===== config.mk =====
export PLATFORM = sky130hd
export DESIGN_NAME = tbve_div
export DESIGN_NICKNAME = d
export VERILOG_FILES = /design/src/rtl/tbve_div.sv
export SDC_FILE = /design/constraint.sdc
export NUM_CORES = 1
export LEC_CHECK = 0
export ABC_CLOCK_PERIOD_IN_PS = 6900
export BUFFER_PORTS_ARGS = -buffer_cell sky130_fd_sc_hd__buf_2
export CAP_MARGIN = 20
export CORE_ASPECT_RATIO = 0.8
export CORE_MARGIN = 3
export CORE_UTILIZATION = 30
export DETAILED_ROUTE_END_ITERATION = 16
export GPL_ROUTABILITY_DRIVEN = 0
export SLEW_MARGIN = 20
export SYNTH_ARGS = -nofsm -noshare
export SYNTH_HDL_FRONTEND = slang
export SYNTH_SLANG_ARGS = --single-unit

===== constraint.sdc =====
create_clock -name clk -period 6.9 [get_ports clk]
set_input_delay 1.38 -clock clk [delete_from_list [all_inputs] [get_ports clk]]
set_output_delay 1.38 -clock clk [all_outputs]
set_load 0.01 [all_outputs]

===== src/rtl/tbve_div.sv =====
`timescale 1ns / 1ps
// ---------------------------------------------------------------------------
// Parameter divider
// Restoring divider: one quotient bit per cycle, computes
// t = (i * 2^F + floor(d/2)) / d for one axis.
// ---------------------------------------------------------------------------
module tbve_div #(
    parameter int unsigned FRAC_WIDTH = 16
) (
    input  logic                      clk,
    input  logic                      rst_n,
    input  logic                      go,
    input  logic [9:0]                idx,
    input  logic [9:0]                den,
    output logic                      done,
    output logic [FRAC_WIDTH:0]       quo
);
    localparam int unsigned NW = FRAC_WIDTH + 11;
    localparam int unsigned CW = $clog2(NW + 1);

    logic [NW-1:0] num_reg, num_next;
    logic [10:0]   rem_reg, rem_next;
    logic [9:0]    den_reg, den_next;
    logic [CW-1:0] cnt_reg, cnt_next;
    logic          busy_reg, busy_next;
    logic          done_reg, done_next;
    logic [11:0]   trial;

    always_comb
    begin
        num_next  = num_reg;
        rem_next  = rem_reg;
        den_next  = den_reg;
        cnt_next  = cnt_reg;
        busy_next = busy_reg;
        done_next = 1'b0;
        trial     = {rem_reg, num_reg[NW-1]} - {2'b0, den_reg};
        if (go)
        begin
            num_next  = ({{(NW-10){1'b0}}, (idx > den ? den : idx)} << FRAC_WIDTH)
                        + {{(NW-10){1'b0}}, den >> 1};
            rem_next  = '0;
            den_next  = den;
            cnt_next  = CW'(NW);
            busy_next = 1'b1;
        end
        else if (busy_reg)
        begin
            if (!trial[11])
            begin
                rem_next = trial[10:0];
                num_next = {num_reg[NW-2:0], 1'b1};
            end
            else
            begin
                rem_next = {rem_reg[9:0], num_reg[NW-1]};
                num_next = {num_reg[NW-2:0], 1'b0};
            end
            cnt_next = cnt_reg - CW'(1);
            if (cnt_reg == CW'(1))
            begin
                busy_next = 1'b0;
                done_next = 1'b1;
            end
        end
    end

    always_ff @(posedge clk or negedge rst_n)
    begin
        if (!rst_n)
        begin
            busy_reg <= 1'b0;
            done_reg <= 1'b0;
            cnt_reg  <= '0;
        end
        else
        begin
            busy_reg <= busy_next;
            done_reg <= done_next;
            cnt_reg  <= cnt_next;
        end
    end

    always_ff @(posedge clk)
    begin
        num_reg <= num_next;
        rem_reg <= rem_next;
        den_reg <= den_next;
    end

    assign done = done_reg;
    assign quo  = num_reg[FRAC_WIDTH:0];
endmodule


==> tab_implementation.tex <==
\begin{tabular}{lr}
\hline
Metric & Value \\
\hline
\multicolumn{2}{l}{\textbf{Outcome}} \\
Run status & finished clean \\
\multicolumn{2}{l}{\textbf{Final layout}} \\
Number of flip-flops in the largest register & 27 \\
Fraction of layout cells with a size suffix above 1 & 21.2\% \\
Area grow syn2layout & 10.8\% \\
Number of nets in the finished design & 408 \\
Number of antenna repair diodes & 0 \\
Util after Layout & 34.5\% \\
\multicolumn{2}{l}{\textbf{Drt}} \\
Overall via count from detail\_route & 2481 \\
Via density & 4.89 \\
Drt wl/cell & 14.1 um \\
Routed WL & 7160 um \\
First-pass DRT Iterations & 4 \\
DRC Markers & 0 \\
Post-route ant nets & 0 \\
Starting DRT DRC Count & 95 \\
\multicolumn{2}{l}{\textbf{Floorplanning}} \\
Number of cell rows & 34 \\
Standard cell core area & 11100 um2 \\
Die boundary height & 102 um \\
Number of placed I/O pins & 41 \\
Starting density of the core & 31.2\% \\
Die area & 12800 um2 \\
Die width & 126 um \\
\multicolumn{2}{l}{\textbf{Pwr}} \\
Pwr/cell area & 312 nW/um2 \\
Worst-case vdd ir drop & 0.109 mV \\
Static leakage & 1.68 nW \\
\multicolumn{2}{l}{\textbf{Clocking}} \\
Clock root buffer master & sky130\_fd\_sc\_hd\_\_clkbuf\_16 \\
Post-CTS Repair Setup Buffers & 0 \\
TritonCTS clock tree & yes \\
Clk Latency, worst-skew pair & 0.29 ns \\
Clock transition time at the flip-flop clock pins of the worst setup and hold paths & 0.07 ns \\
Number of buffers added to fix hold violations after cts & 0 \\
H-Tree Depth & 2 \\
Clock sink count & 55 \\
Maximum buffer depth of the clock tree & 2 \\
CTS buffer count & 5 \\
Cts repair resizes & 0 \\
\multicolumn{2}{l}{\textbf{STA}} \\
Setup TNS after final layout & 0 ns \\
Worst hold slack & 0.508 ns \\
Number of max-slew violations in the final report & 0 \\
Slew margin rel. & 34.2\% \\
RSZ-0062 raised after global routing & no \\
Time the worst path needs with I/O delays and setup & 3.25 ns \\
Share of the clock period used by the worst path & 47.1\% \\
Worst-case clock skew & 0.00568 ns \\
Final hold violation count & 0 \\
Achievable frequency & 308 MHz \\
Transition time at the pin with the least slew margin & 0.980 ns \\
\# setup viols final & 0 \\
\multicolumn{2}{l}{\textbf{Synthesis}} \\
Largest area contributor in the synthesized netlist & sky130\_fd\_sc\_hd\_\_edfxtp\_1 \\
Cell Area, Synth & 3450 um2 \\
Warnings from Yosys & 0 \\
Synthesized-area fraction occupied by xor and xnor cells & 2.79\% \\
Cell count after synthesis & 344 \\
Flop and latch count out of synthesis & 55 \\
Top cells by area, synth & sky130\_fd\_sc\_hd\_\_edfxtp\_1 32\%, sky130\_fd\_sc\_hd\_\_ha\_1 8.0\%, sky130\_fd\_sc\_hd\_\_dfxtp\_1 6.4\% \\
Average size of a mapped cell & 10.0 um2 \\
Top-area cell type share of the netlist area & 32.2\% \\
Most frequently used cell type in the post-synthesis netlist & sky130\_fd\_sc\_hd\_\_inv\_1 \\
Post-synthesis compound-gate area fraction & 14.1\% \\
Async set-reset flop share out of synthesis & 12.7\% \\
Post-Synth Adder-Cell Area & 8.57\% \\
Combinational family with the most area after synthesis & simple AND/OR/NAND/NOR gates \\
Fraction of the mapped netlist area in simple logic gates & 14.8\% \\
EDFF count, synth & 37 \\
Post-synthesis net count & 390 \\
Sequential-to-total area share from yosys stat & 43.7\% \\
List of most frequent post-synthesis cells & 40 x sky130\_fd\_sc\_hd\_\_inv\_1, 37 x sky130\_fd\_sc\_hd\_\_edfxtp\_1, 27 x sky130\_fd\_sc\_hd\_\_nand2\_1 \\
Synth unique cells & 54 \\
Share of synthesized area spent on multiplexers & 6.17\% \\
Flip-flop cell with the highest count after synthesis & sky130\_fd\_sc\_hd\_\_edfxtp\_1 \\
\multicolumn{2}{l}{\textbf{Global routing}} \\
Via count of the first global-routing pass & 2444 \\
Largest net degree at the start of global routing & 76 \\
Aggregate global routing overflow & 0 \\
First-pass GRT wire length & 12000 um \\
Total track usage & 11.5\% \\
Initial antenna violation count & 0 \\
\multicolumn{2}{l}{\textbf{Critical path}} \\
Critical path arrival & 3.25 ns \\
Critical Setup Path Class & input pin to flip-flop \\
Critical path peak fanout & 20 \\
Worst Setup SP & den[8] \\
Element type at the critical path start & input pin \\
Worst reg2reg path startpoint & den\_reg[6]\$\_DFFE\_PP\_ \\
Worst path required time & 6.90 ns \\
Category of the worst setup path capture point & flip-flop \\
\multicolumn{2}{l}{\textbf{Place}} \\
Number of port buffers & 40 \\
HPWL after DPL & 5270 um \\
\multicolumn{2}{l}{\textbf{Hold path}} \\
Hold WC Path Type & flip-flop to flip-flop \\
Min-delay src & rem\_reg[5]\$\_SDFFE\_PP0P\_ \\
\multicolumn{2}{l}{\textbf{Flow run}} \\
Max Cap Violations & 0 \\
\hline
\end{tabular}
[critical path: stages]
cell,delay (ns)
sky130_fd_sc_hd__buf_2,0.13
sky130_fd_sc_hd__inv_1,0.05
sky130_fd_sc_hd__ha_1,0.28
sky130_fd_sc_hd__nand4_1,0.16
sky130_fd_sc_hd__nor2_1,0.18
sky130_fd_sc_hd__nand3_1,0.53
sky130_fd_sc_hd__nand3_1,0.26
sky130_fd_sc_hd__mux2_2,0.17
sky130_fd_sc_hd__o221ai_1,0.11
[cell usage in the layout, fill, tap and decap left out, types with 2 or more instances in the layout]
cell type and n:
sky130_fd_sc_hd__a21o_1 7, sky130_fd_sc_hd__a21oi_1 15, sky130_fd_sc_hd__a31oi_1 5, sky130_fd_sc_hd__and3_1 3, sky130_fd_sc_hd__buf_2 40, sky130_fd_sc_hd__buf_4 2
sky130_fd_sc_hd__clkbuf_16 5, sky130_fd_sc_hd__dfrtp_1 7, sky130_fd_sc_hd__dfxtp_1 11, sky130_fd_sc_hd__edfxtp_1 37, sky130_fd_sc_hd__ha_1 22, sky130_fd_sc_hd__inv_1 39
sky130_fd_sc_hd__mux2_2 18, sky130_fd_sc_hd__nand2_1 27, sky130_fd_sc_hd__nand2b_1 9, sky130_fd_sc_hd__nand3_1 14, sky130_fd_sc_hd__nand3b_1 2, sky130_fd_sc_hd__nand4_1 6
sky130_fd_sc_hd__nor2_1 16, sky130_fd_sc_hd__nor2b_1 10, sky130_fd_sc_hd__nor3_1 2, sky130_fd_sc_hd__o2111ai_1 2, sky130_fd_sc_hd__o211ai_1 5, sky130_fd_sc_hd__o21ai_0 6
sky130_fd_sc_hd__o21bai_1 2, sky130_fd_sc_hd__o221ai_1 11, sky130_fd_sc_hd__o311a_1 2, sky130_fd_sc_hd__xnor2_1 5, sky130_fd_sc_hd__xor2_1 6
[area by class of cell]
cell class,count,area (um2)
sequential,55,1510
clock buffer,6,129
clock inverter,2,38.8
tap,144,180
inverter,40,150
multi-input combinational,218,1600
timing repair buffer,42,215
fill,1130,7240
[through the flow]
| stage | setup WS [ns] | power (mW) | cell area, um2 | instances |
|---|---|---|---|---|
| 2_1_floorplan | 3.91 | 0.829 | 3450 | 344 |
| 3_3_place_gp | 3.35 | 0.900 | 3650 | 499 |
| 3_5_place_dp | 3.28 | 0.911 | 3650 | 499 |
| 4_1_cts | 3.57 | 1.20 | 3820 | 507 |
| 5_1_grt | 3.43 | 1.28 | 3820 | 507 |
| 6_report | 3.65 | 1.19 | 3820 | 507 |
[routing by layer]
layer  track usage, %  share of wire (%)
met1             15.6                 48
met4             2.31               0.43
met5                0                  0
met2             19.0                 46
met3             3.08                4.8
[worst paths after layout]
kind	endpoint	slack, ns	cells after the start
max	num_reg[21]$_DFFE_PP_	3.65	9
max reg2reg	rem_reg[4]$_SDFFE_PP0P_	4.11	8
min in group asynchronous	done$_DFF_PN0_	0.91	1
max in group asynchronous	cnt_reg[0]$_DFFE_PN0P_	5.83	1
min	rem_reg[6]$_SDFFE_PP0P_	0.51	2
min reg2reg	rem_reg[6]$_SDFFE_PP0P_	0.51	2
[power by group]
part	total (mW)	leakage (nW)	internal, mW	switching [mW]
clock	0.289	0.0815	0.173	0.116
combinational	0.451	1.03	0.209	0.243
sequential	0.452	0.567	0.411	0.0407
[logic make-up (layout without fill, tap and decap cells)]
family	after synthesis	in the layout
simple gates	98	98
buf+inv	71	90
compound gates	67	67
flops	55	55
fa+ha+maj	23	23
mux	19	19
xor+xnor	11	11
Note: power is estimated with default switching activity, not from simulation.
